===== config.mk =====
export PLATFORM = sky130hd
export DESIGN_NAME = imucf_isqrt
export DESIGN_NICKNAME = d
export VERILOG_FILES = /design/src/design/imucf_isqrt.sv
export SDC_FILE = /design/constraint.sdc
export NUM_CORES = 1
export LEC_CHECK = 0
export BUFFER_PORTS_ARGS = -buffer_cell sky130_fd_sc_hd__buf_4
export CORE_MARGIN = 1.5
export CORE_UTILIZATION = 35
export CTS_CLUSTER_SIZE = 28
export DETAILED_ROUTE_END_ITERATION = 7
export GPL_ROUTABILITY_DRIVEN = 0
export PLACE_DENSITY = 0.61
export SETUP_SLACK_MARGIN = 0.1
export SLEW_MARGIN = 20
export SYNTH_ARGS = -nofsm -noshare
export SYNTH_HDL_FRONTEND = slang
export SYNTH_SLANG_ARGS = --single-unit

===== constraint.sdc =====
create_clock -name clk -period 4 [get_ports clk]
set_input_delay 0.2 -clock clk [delete_from_list [all_inputs] [get_ports clk]]
set_output_delay 0.2 -clock clk [all_outputs]
set_load 0.01 [all_outputs]

===== src/design/imucf_isqrt.sv =====
// Bit-serial integer square root of (sum of squares) * 2^28, one result bit per cycle.
module imucf_isqrt (
	input  logic        clk,
	input  logic        arst_n,
	input  logic        start,
	input  logic [31:0] sq,
	output logic        done,
	output logic [29:0] root
);

	logic        busy_q;
	logic        done_q;
	logic [4:0]  cnt_q;
	logic [59:0] n_q;
	logic [31:0] rem_q;
	logic [29:0] root_q;

	logic [33:0] rem_sh;
	logic [33:0] trial;
	logic        ge;

	// one restoring step: bring down two radicand bits, try a one
	assign rem_sh = {rem_q, n_q[59:58]};
	assign trial  = {2'b00, root_q, 2'b01};
	assign ge     = (rem_sh >= trial);

	// control
	always_ff @(posedge clk or negedge arst_n) begin
		if (!arst_n) begin
			busy_q <= 1'b0;
			done_q <= 1'b0;
			cnt_q  <= '0;
		end else begin
			done_q <= 1'b0;
			if (start) begin
				busy_q <= 1'b1;
				cnt_q  <= '0;
			end else if (busy_q) begin
				cnt_q <= cnt_q + 5'd1;
				if (cnt_q == 5'd29) begin
					busy_q <= 1'b0;
					done_q <= 1'b1;
				end
			end
		end
	end

	// datapath
	always_ff @(posedge clk) begin
		if (start) begin
			n_q    <= {sq, 28'd0};
			rem_q  <= '0;
			root_q <= '0;
		end else if (busy_q) begin
			n_q    <= {n_q[57:0], 2'b00};
			rem_q  <= ge ? 32'(rem_sh - trial) : rem_sh[31:0];
			root_q <= {root_q[28:0], ge};
		end
	end

	assign done = done_q;
	assign root = root_q;

endmodule


; ---- Yosys cells after proc, flatten, opt, wreduce, memory -nomap -nowiden
; Index checks and enable logic that the tools add are counted.
[op_classes]
add_sub_neg = 2
magnitude_cmp = 1
n_eq_ne = 1
n_mux = 11
n_reduce_logical = 1
[op_table]
columns = operator, count
row1 = 2-to-1 mux 60 bit, 2
row2 = greater-or-equal comparator 34 x 32 -> 1 bit, 1
row3 = 2-to-1 mux 32 bit, 1
row4 = subtractor 32 bit, 1
row5 = 2-to-1 mux 5 bit, 2
row6 = 2-to-1 mux 1 bit, 6
row7 = adder 5 x 1 -> 5 bit (second input constant), 1
row8 = equality test 5 bit (second input constant), 1
row9 = nonzero test 2 bit, 1
[word_totals]
regBits = 101
in_bits = 35
out_inout_bits = 31
word_cells = 22

; ---- Longest topological paths before layout
; Gate-level depths: netlist of run 1.
[depth]
word_depth = 4
mapped_depth = 13
mapped_depth_nobuf = 10

; ---- Worst setup path after synthesis of run 1
; No wires, ideal clock.
[synth_path]
path_kind = reg2reg
from = register root_q[15], in the netlist root[15]
to = register rem_q[26]
setup_time_ns = 0.086
arrival_ns = 2.674
required_time_ns = 3.914
slack_ns = 1.241
stages_incl_launch_ff = 14
n_path_buf = 3
period_less_slack_ns = 2.759
cell_sequence = dfxtp_1 -> inv_1 -> ha_1 -> buf_4 -> a21oi_1 -> o21ai_0 -> a211oi_2 -> a31oi_4 -> o21a_4 -> or2_1 -> buf_6 -> buf_6 -> mux2i_1 -> a211oi_1
[synth_via]
elab_chain_cells = 2
elab_cells_between_ends = 3
cone_classes = add/sub (1) / order compare (1) / mux (1)
[synth_rtl]
columns = item, line_no
row1 = from (decl), 16  ; logic [29:0] root_q;
row2 = from (signal assigned), 57  ; root_q <= {root_q[28:0], ge};
row3 = subtractor 32 bit or greater-or-equal comparator 34 x 32 -> 1 bit (tied branches), "56, 25"
row4 = 2-to-1 mux 32 bit *, 56  ; rem_q <= ge ? 32'(rem_sh - trial) : rem_sh[31:0];
row5 = to (signal assigned), 56
row6 = to (decl), 15  ; logic [31:0] rem_q;
; Mark *: on every way between the ends. The rest lies on a longest branch, timed or not.
; A chain may end at the register's enable or synchronous reset.

; ---- Worst setup path in the final report of run 1
[layout_path]
from = register root_q[15], in the netlist root[15]
to = register rem_q[29]
; Same word-level chain as after synthesis.

==> flow_summary.ini, run 1 <==
[floorplan]
start_util_pct = 35.75
die_footprint_sq_um = 18410
floorplan.rows = 48
dieWidth_microns = 135.7
design.portCount = 66
dieHeight_microns = 135.7
area_of_the_core_sq_um = 17240

[layout]
count_of_filler_cells_inserted_in_the_layout = 1701
most_common_cell_after_layout_fill_and_taps_aside = nor2_1
layout.core_utilization_pct = 40.91
areaGrowthSynthToFinish_pct = 14.44
mostFrequentLayoutCells = 76 x nor2_1, 70 x buf_4, 62 x dfxtp_1, 46 x mux2i_1, 41 x inv_1
net_count_of_the_finished_layout = 761
drive_above_1_share_pct = 18.79
final_cell_area_sq_um = 7052
antenna_cells_inserted = 0

[worst_setup_path]
timing.critical_path.fanout_max = 16
critical_path_required_ns = 4.27
critical-path-top-delay-family = simple AND/OR/NAND/NOR gates
r2r_cells = 10
criticalPathCategory = reg2reg
crit_path_top_delay_cell = or4_4
critical_path.endpoint_type = register
crit_path_max_incr_delay_ns = 0.56
cp_cell_sequence = inv_1 > ha_1 > nand4_2 > nor4_1 > a211oi_2 > a31oi_4 > o21a_4 > nor2_4 > or4_4 > a311oi_2
critical_path.startpoint = root[15]$_SDFFE_PP0P_
critPathCapture = rem_q[29]$_SDFFE_PP0P_
start_kind = register
regToRegSetupSlack_ns = 1.02
cp.arrival_ns = 3.25
path_depth = 10
critical_path.n_buffers_inverters = 1
rr_endpoint = rem_q[29]$_SDFFE_PP0P_
regToRegStartpoint = root[15]$_SDFFE_PP0P_

[yosys]
synth.top_cell.area_share_pct = 20.14
synthArstFlopShare_pct = 6.931
synth_top_area_cell = dfxtp_1
mappedNetlistNets = 717
syn_area_sq_um = 6162
count_of_yosys_warnings_during_synthesis = 0
yosys_register_bits = 101
avgSynthCellArea_sq_um = 9.510
seq_area_frac_synth_pct = 38.58
netlist-cell-type-count = 68
synthesis.instances = 648
postSynth.topFlopCell = dfxtp_1
post_synth_edffs = 32
post_synth_main_area_contributors = dfxtp_1 20%, edfxtp_1 16%, mux2i_1 7.5%

[pwr]
power.share.combinational_pct = 56.6
power.switching_fraction_pct = 42.15
p_switching_uw = 2161
vdd.ir_drop.worst_uv = 349.5
power.share.sequential_pct = 26.6
cellPowerDensity_nw_per_um2 = 727.0
clock_power_share_pct = 16.9
cellInternalPower_uw = 2966
leakagePower_uw = 0.003084

[drt]
drc = 0
routedWlPerCell_microns = 14.71
first_pass_iters = 5
routed_via_density = 5.228
num_vias = 4820
detailedRoute.firstIterationViolations = 302
route.final.wire_length_mm = 13.56
final_antenna_net_count = 0

[placement]
hpwl_mm = 9.753
placement.setup.worst_slack_ns = 1.005
placedInstanceArea_sq_um = 6754
numPortBuffers = 65

[global_route]
track_usage_pct = 15.16
grt_first_pass_wirelength_mm = 22.56
grt_pass1_vias = 4671
grt_start_max_net_pins = 76
overflow = 0
antenna_found_initial = 0

[clock_network]
insertion_delay_ns = 0.35
cts_buffer_depth = 2
cts-buffers-inserted = 9
post_cts_resize_count = 0
cts.repair_timing.setup_buffer_count = 0
cts_root_buffer = clkbuf_16
cts_htree_levels = 3
clock_sinks = 101
clkSlewWorstSetupHoldPaths_ns = 0.08
cts-hold-fix-buffers = 1
tritoncts = done

[sta]
final_critical_path_setup_slack_ns = 1.022
timing_hold_violations_final = 0
worst_max_slew_pin_slew_ns = 0.9698
max_clock_freq_mhz = 335.8
fin_crit_sh_pct = 74.45
min_period_ns = 2.978
totalNegativeSetupSlack_ns = 0
final-max-slew-violation-count = 0
setup-violations-final = 0
fin_worst_skew_ns = 0.007822
rsz0062_at_grt = no
relSlewSlack_pct = 33.68

[run_status]
run_status = complete, no violations

[hold_path]
worstHoldPathType = in2reg
min_delay_path_depth = 2

[flow_run]
cap_violations = 0
power by group through the flow:
stage	registers, uW	logic [uW]	clock network [uW]
finish	1360	2900	865
global route	1380	3230	923
CTS	1360	2900	894
detailed placement	1390	2870	0
global placement	1380	2850	0
floorplan	1350	2370	0
worst reg2reg max path: stages, from the launching register on:
cell,delay (ns)
dfxtp_1,0.37
inv_1,0.06
ha_1,0.41
nand4_2,0.20
nor4_1,0.42
a211oi_2,0.13
a31oi_4,0.21
o21a_4,0.20
nor2_4,0.10
or4_4,0.56
a311oi_2,0.23
stage by stage:
step | hold WS (ns) | cells | total power (uW)
floorplan | -0.09559 | 648 | 3716
global placement | 0.01298 | 905 | 4235
detailed placement | 0.01901 | 905 | 4258
CTS | 0.1195 | 922 | 5157
global route | 0.1287 | 922 | 5539
finish | 0.1275 | 922 | 5126
synthesized netlist by cell type (all sizes together), types with 2 or more instances:
| cell | count |
|---|---|
| o21ai | 28 |
| inv | 41 |
| mux2i | 46 |
| a311oi | 8 |
| o21a | 8 |
| nand2 | 34 |
| xor2 | 9 |
| and2 | 3 |
| nor2b | 6 |
| edfxtp | 32 |
| nand2b | 12 |
| a31oi | 5 |
| mux2 | 30 |
| o31a | 4 |
| xnor2 | 16 |
| o21bai | 2 |
| a211oi | 26 |
| nand3 | 9 |
| buf | 19 |
| o221ai | 3 |
| dfxtp | 62 |
| o22ai | 3 |
| o31ai | 2 |
| dfrtp | 7 |
| nor2 | 77 |
| a211o | 2 |
| or3 | 5 |
| nor3b | 3 |
| nand4 | 7 |
| ha | 34 |
| clkbuf | 19 |
| and3 | 5 |
| a21o | 15 |
| o211ai | 6 |
| a21oi | 34 |
| nand4b | 2 |
| nor4 | 3 |
| nor3 | 8 |
metal layers:
layer | global-route usage, % | part of all wire [%] | vias to the layer above
met5 | 0 | 0 | -
met4 | 4.719 | 1.5 | 0
met3 | 3.517 | 4.1 | 15
met2 | 24.87 | 47 | 107
met1 | 19.70 | 47 | 2276
li1 | - | - | 2422
sequential cells by signal, indices dropped and copies added (netlist names):
register / cells
done: 1
n_q: 32
root: 30
rem_q: 32
busy_q: 1
cnt_q: 5
cell type report:
class,count,area (sq um),area share (%)
multi-input combinational,468,3412,48.39
clock buffer,9,225.2,3.194
tap,225,281.5,3.992
sequential,101,2381,33.77
timing repair buffer,71,535.5,7.594
inverter,41,153.9,2.182
clock inverter,7,62.56,0.8872
worst min-delay path by stage:
| stage | start | slack (ns) | to |
|---|---|---|---|
| 2_1_floorplan | arst_n | -0.1 | busy_q$_DFF_PN0_ |
| 3_3_place_gp | arst_n | 0.01 | cnt_q[0]$_DFFE_PN0P_ |
| 3_5_place_dp | arst_n | 0.02 | cnt_q[0]$_DFFE_PN0P_ |
| 4_1_cts | sq[0] | 0.12 | n_q[28]$_SDFFCE_PN0P_ |
| 5_1_grt | sq[0] | 0.13 | n_q[28]$_SDFFCE_PN0P_ |
| 6_report | sq[0] | 0.13 | n_q[28]$_SDFFCE_PN0P_ |
cells by family (layout without fill, tap and decap cells):
family	Yosys count	count (layout)	share of synthesized area (%)
flops	101	101	38.58
mux	76	76	12.95
simple gates	176	176	13.79
fa+ha+maj	34	34	6.904
compound gates	157	157	18.17
xor+xnor	25	25	3.553
buf+inv	79	128	6.051
Power figures use the tool's default switching activity.
==> run 2, diff against run 1 <==
PLACE_DENSITY = 0.63   (was 0.61)
clock period = 2.7 ns   (was 4 ns; I/O delays follow)
==> flow_summary.ini, run 2 (synthesis gave the netlist of run 1 again) <==
[global_route]
grt_first_pass_wirelength_mm = 23.81
overflow = 0
track_usage_pct = 16.10
antenna_found_initial = 0
grt_start_max_net_pins = 47
grt_pass1_vias = 4858

[sta]
worst_max_slew_pin_slew_ns = 0.5804
max_clock_freq_mhz = 389.5
fin_worst_skew_ns = 0.01098
totalNegativeSetupSlack_ns = 0
relSlewSlack_pct = 61.30
setup-violations-final = 0
fin_crit_sh_pct = 95.09
min_period_ns = 2.567
final-max-slew-violation-count = 0
rsz0062_at_grt = yes
timing_hold_violations_final = 0

[clock_network]
cts_buffer_depth = 2
clkSlewWorstSetupHoldPaths_ns = 0.08
cts_htree_levels = 3
clock_sinks = 101
cts-buffers-inserted = 9
tritoncts = done
cts_root_buffer = clkbuf_16
insertion_delay_ns = 0.36

[worst_setup_path]
criticalPathCategory = reg2reg
critical_path_required_ns = 2.98
cp.arrival_ns = 2.85
timing.critical_path.fanout_max = 4
critical_path.endpoint_type = register
crit_path_top_delay_cell = or4_4
crit_path_max_incr_delay_ns = 0.54
cp_cell_sequence = inv_2 > ha_4 > nand4_4 > nor4_4 > o21ai_2 > a31oi_4 > o21a_4 > nor2_4 > or4_4 > a311oi_2
start_kind = register

[floorplan]
design.portCount = 66
area_of_the_core_sq_um = 17240
start_util_pct = 35.75
dieHeight_microns = 135.7
floorplan.rows = 48
dieWidth_microns = 135.7
die_footprint_sq_um = 18410

[layout]
most_common_cell_after_layout_fill_and_taps_aside = buf_4
count_of_filler_cells_inserted_in_the_layout = 1668
antenna_cells_inserted = 0
drive_above_1_share_pct = 35.90
mostFrequentLayoutCells = 135 x buf_4, 76 x nor2_1, 47 x dfxtp_1, 45 x mux2i_1, 37 x inv_1
net_count_of_the_finished_layout = 830
layout.core_utilization_pct = 46.82
areaGrowthSynthToFinish_pct = 30.96

[pwr]
cellPowerDensity_nw_per_um2 = 1133
power.total_uw = 9142
vdd.ir_drop.worst_uv = 565.0
leakagePower_uw = 0.003499

[drt]
detailedRoute.firstIterationViolations = 239
drc = 0
first_pass_iters = 4
route.final.wire_length_mm = 14.65
routedWlPerCell_microns = 14.78
num_vias = 5062
routed_via_density = 5.108
final_antenna_net_count = 0

[placement]
numPortBuffers = 65
hpwl_mm = 10.12

[run_status]
run_status = complete, no violations

[hold_path]
worstHoldPathType = in2reg

[flow_run]
cap_violations = 0
[run 2: cell type report]
| class | instances | area (sq um) | share of cell area, % |
|---|---|---|---|
| multi-input combinational | 468 | 3840 | 47.58 |
| sequential | 101 | 2402 | 29.77 |
| timing repair buffer | 140 | 1077 | 13.35 |
| tap | 225 | 281.5 | 3.488 |
| clock buffer | 9 | 225.2 | 2.791 |
| inverter | 41 | 153.9 | 1.907 |
| clock inverter | 7 | 90.09 | 1.116 |
[run 2: worst max-delay path, delay by kind of cell (launching register included)]
family	cells	cell delay (ns)
compound gates	4	0.71
buf+inv	1	0.06
fa+ha+maj	1	0.29
simple gates	4	1.06
flops	1	0.37
[run 2: through the flow]
| stage | std cells | cell area (sq um) | worst slack [ns] | hold slack, ns |
|---|---|---|---|---|
| global route | 991 | 8070 | 0.05667 | 0.05021 |
| floorplan | 648 | 6226 | 0.09526 | -0.1606 |
| finish | 991 | 8070 | 0.1326 | 0.04962 |
| CTS | 980 | 7665 | 0.09993 | 0.04373 |
| global placement | 959 | 7224 | 0.05958 | -0.04631 |
| detailed placement | 959 | 7224 | 0.006536 | -0.04559 |
[run 2: final timing paths]
kind,from,endpoint,slack (ns),cells after the start
max in group asynchronous,arst_n,busy_q$_DFF_PN0_,2.45,2
worst max-delay path,root[14]$_SDFFE_PP0P_,rem_q[29]$_SDFFE_PP0P_,0.13,10
worst min register to register,root[9]$_SDFFE_PP0P_,root[9]$_SDFFE_PP0P_,0.51,2
min in group asynchronous,arst_n,cnt_q[0]$_DFFE_PN0P_,0.11,2
worst min-delay path,sq[0],n_q[28]$_SDFFCE_PN0P_,0.05,2
worst max register to register,root[14]$_SDFFE_PP0P_,rem_q[29]$_SDFFE_PP0P_,0.13,10
[run 2: timing repair]
action                     CTS  global route
buffers inserted             4            11
resized for setup           14            68
hold endpoints to repair     7             0
pin swaps                    8            28
hold buffers                 1             0
setup endpoints to repair    5            31
[run 2: power breakdown]
| group | switching [uW] | internal (uW) | leakage (uW) | total [uW] |
|---|---|---|---|---|
| Clock | 663 | 750 | 0.000157 | 1410 |
| Combinational | 2820 | 2850 | 0.00239 | 5680 |
| Sequential | 213 | 1840 | 0.000948 | 2050 |
[run 2: per-layer routing]
layer	routed length (microns)	up-vias	GRT usage (%)
met5	0	-	0
met4	143	0	4.480
met3	674	14	4.040
met2	6914	85	25.83
met1	6914	2392	21.44
li1	-	2571	-
==> run 3, diff against run 2 <==
ABC_AREA = 1   (was default)
==> flow_summary.ini, run 3 <==
[run_status]
run_status = complete, no violations

[clock_network]
cts_buffer_depth = 2
cts_htree_levels = 3
post_cts_resize_count = 0
cts.repair_timing.setup_buffer_count = 0
tritoncts = done
insertion_delay_ns = 0.37
cts-buffers-inserted = 9
clkSlewWorstSetupHoldPaths_ns = 0.08
cts_root_buffer = clkbuf_16
clock_sinks = 101

[yosys]
synth_top_area_cell = nand2_1
postSynth.topFlopCell = dfxtp_1
syn_area_sq_um = 6436
synth.cells.most_frequent = 410 x nand2_1, 132 x inv_1, 62 x dfxtp_1, 62 x nand3_1, 49 x nor2_1
mappedNetlistNets = 1032
post_synth_main_area_contributors = nand2_1 24%, dfxtp_1 19%, edfxtp_1 15%
yosys_register_bits = 101
synth.top_cell.area_share_pct = 23.91
post_synth_mux_area_share_pct = 0
count_of_yosys_warnings_during_synthesis = 0
synthesis.instances = 963
avgSynthCellArea_sq_um = 6.683
synth_top_family_by_area = simple AND/OR/NAND/NOR gates
synth-compound-area-share_pct = 7.212
synthAdderAreaFrac_pct = 6.610
netlist-cell-type-count = 37
yosysMostFrequentCell = nand2_1
synthSimpleGateAreaFrac_pct = 37.52
post_synth_edffs = 32
seq_area_frac_synth_pct = 36.94
synthArstFlopShare_pct = 6.931
synthXorXnorAreaFrac_pct = 1.905

[worst_setup_path]
crit_path_max_incr_delay_ns = 0.38
rr_endpoint = rem_q[23]$_SDFFE_PP0P_
criticalPathCategory = reg2reg
regToRegSetupSlack_ns = 0.29
cp.arrival_ns = 2.72
regToRegStartpoint = root[22]$_SDFFE_PP0P_
timing.critical_path.fanout_max = 17
timing.critical_path.mode_cell = nand2_1
crit_path_top_delay_cell = ha_1
start_kind = register
critical_path.endpoint_type = register
r2r_cells = 12
cp_cell_sequence = inv_1 > ha_1 > nand2_1 > nor2_1 > nand2_1 > inv_1 > nand3_4 > nand2_4 > nand2_1 > nand2_1 > nand2_1 > nand2_1
critical_path_required_ns = 3.01

[global_route]
grt_first_pass_wirelength_mm = 27.03
grt_pass1_vias = 5576
overflow = 0
grt_start_max_net_pins = 42
antenna_found_initial = 0
track_usage_pct = 17.39

[sta]
totalNegativeSetupSlack_ns = 0
max_clock_freq_mhz = 414.7
fin_worst_skew_ns = 0.009768
worst_max_slew_pin_slew_ns = 0.9326
min_period_ns = 2.411
hold_ws_ns = 0.01649
timing_hold_violations_final = 0
final-max-slew-violation-count = 0
relSlewSlack_pct = 37.76
rsz0062_at_grt = no
fin_crit_sh_pct = 89.30
final_critical_path_setup_slack_ns = 0.2888
setup-violations-final = 0

[floorplan]
dieWidth_microns = 138.6
design.portCount = 66
die_footprint_sq_um = 19210
area_of_the_core_sq_um = 18020
dieHeight_microns = 138.6
start_util_pct = 35.71
floorplan.rows = 49

[drt]
drc = 0
route.final.wire_length_mm = 16.51
num_vias = 5979
routed_via_density = 4.760
first_pass_iters = 7
final_antenna_net_count = 0
routedWlPerCell_microns = 13.15
detailedRoute.firstIterationViolations = 496

[layout]
drive_above_1_share_pct = 11.49
areaGrowthSynthToFinish_pct = 15.84
final_cell_area_sq_um = 7456
regArea_sq_um = 2377
area_of_combinational_cells_with_multiple_inputs_sq_um = 3443
antenna_cells_inserted = 0
finalNonFillerCells = 1256
net_count_of_the_finished_layout = 1091
mostFrequentLayoutCells = 410 x nand2_1, 131 x inv_1, 71 x buf_4, 62 x nand3_1, 62 x dfxtp_1
count_of_filler_cells_inserted_in_the_layout = 1955
most_common_cell_after_layout_fill_and_taps_aside = nand2_1

[placement]
numPlacedInstances = 1238
placedInstanceArea_sq_um = 7152
placement.setup.worst_slack_ns = 0.3259
hpwl_mm = 12.39
numPortBuffers = 65

[hold_path]
worstHoldPathType = in2reg
worstHoldStart = sq[1]
hold-path-endpoint = n_q[29]$_SDFFCE_PN0P_
min_delay_path_depth = 3

[flow_run]
cap_violations = 0

[pwr]
leakagePower_uw = 0.003927
vdd.ir_drop.worst_uv = 650.5
cellPowerDensity_nw_per_um2 = 1141
[run 3: cell count changes after synthesis, moves of 30 or more]
cell | previous run | this run
nand2_1 | 34 | 410
inv_1 | 41 | 132
nand3_1 | 9 | 62
mux2i_1 | 46 | 0
mux2_2 | 30 | 0
[run 3: worst max-delay path: cells and delay by family (launching register included)]
kind | cells | cell delay (ns)
AND/OR/NAND/NOR | 9 | 1.44
flip-flops | 1 | 0.33
buffers and inverters | 2 | 0.21
adder cells (fa/ha/maj) | 1 | 0.38
[run 3: how the worst max path moves through the flow]
stage	endpoint	slack [ns]	start	cells after the start
4_1_cts	rem_q[29]$_SDFFE_PP0P_	0.29	root[22]$_SDFFE_PP0P_	12
6_report	rem_q[23]$_SDFFE_PP0P_	0.29	root[22]$_SDFFE_PP0P_	12
3_3_place_gp	rem_q[25]$_SDFFE_PP0P_	0.32	root[23]$_SDFFE_PP0P_	12
2_1_floorplan	n_q[28]$_SDFFCE_PN0P_	0.53	start	4
3_5_place_dp	rem_q[25]$_SDFFE_PP0P_	0.33	root[22]$_SDFFE_PP0P_	12
5_1_grt	rem_q[29]$_SDFFE_PP0P_	0.12	root[23]$_SDFFE_PP0P_	12
[run 3: per-stage QoR]
| step | total power (uW) | util [%] |
|---|---|---|
| after floorplan | 6040 | - |
| after global placement | 7140 | 39.68 |
| after detailed placement | 7146 | 39.68 |
| after CTS | 8462 | 41.30 |
| after global routing | 9345 | 41.36 |
| final | 8508 | 41.36 |
[run 3: metal layers]
metal,up-vias,wire length [microns],GRT usage (%)
met5,-,0,0
met4,0,362,5.596
met3,29,1109,5.456
met2,151,7286,27.86
met1,2644,7756,22.34
li1,3155,-,-
[run 3: logic make-up (layout without fill, tap and decap cells)]
logic type / count (synthesis) / after routing
AND/OR/NAND/NOR: 572 / 573
buffers and inverters: 160 / 223
flip-flops: 101 / 101
AO/OA/AOI/OAI: 82 / 82
adder cells (fa/ha/maj): 34 / 34
XOR/XNOR: 14 / 14
[run 3: where the power goes]
part	switching (uW)	total (uW)	internal, uW
clock	623	1270	642
combinational	3490	5270	1780
sequential	153	1980	1820
[run 3: final cells by class]
type	instances	area share (%)
clock buffer	10	3.071
clock inverter	6	0.7216
inverter	134	6.746
multi-input combinational	703	46.18
sequential	101	31.88
tap	229	3.843
timing repair buffer	73	7.552
[run 3: timing repair]
item | 4_1_cts | 5_1_grt
hold endpoints to repair | 7 | 0
hold buffers | 1 | 0
endpoints found under the setup margin | 0 | 4
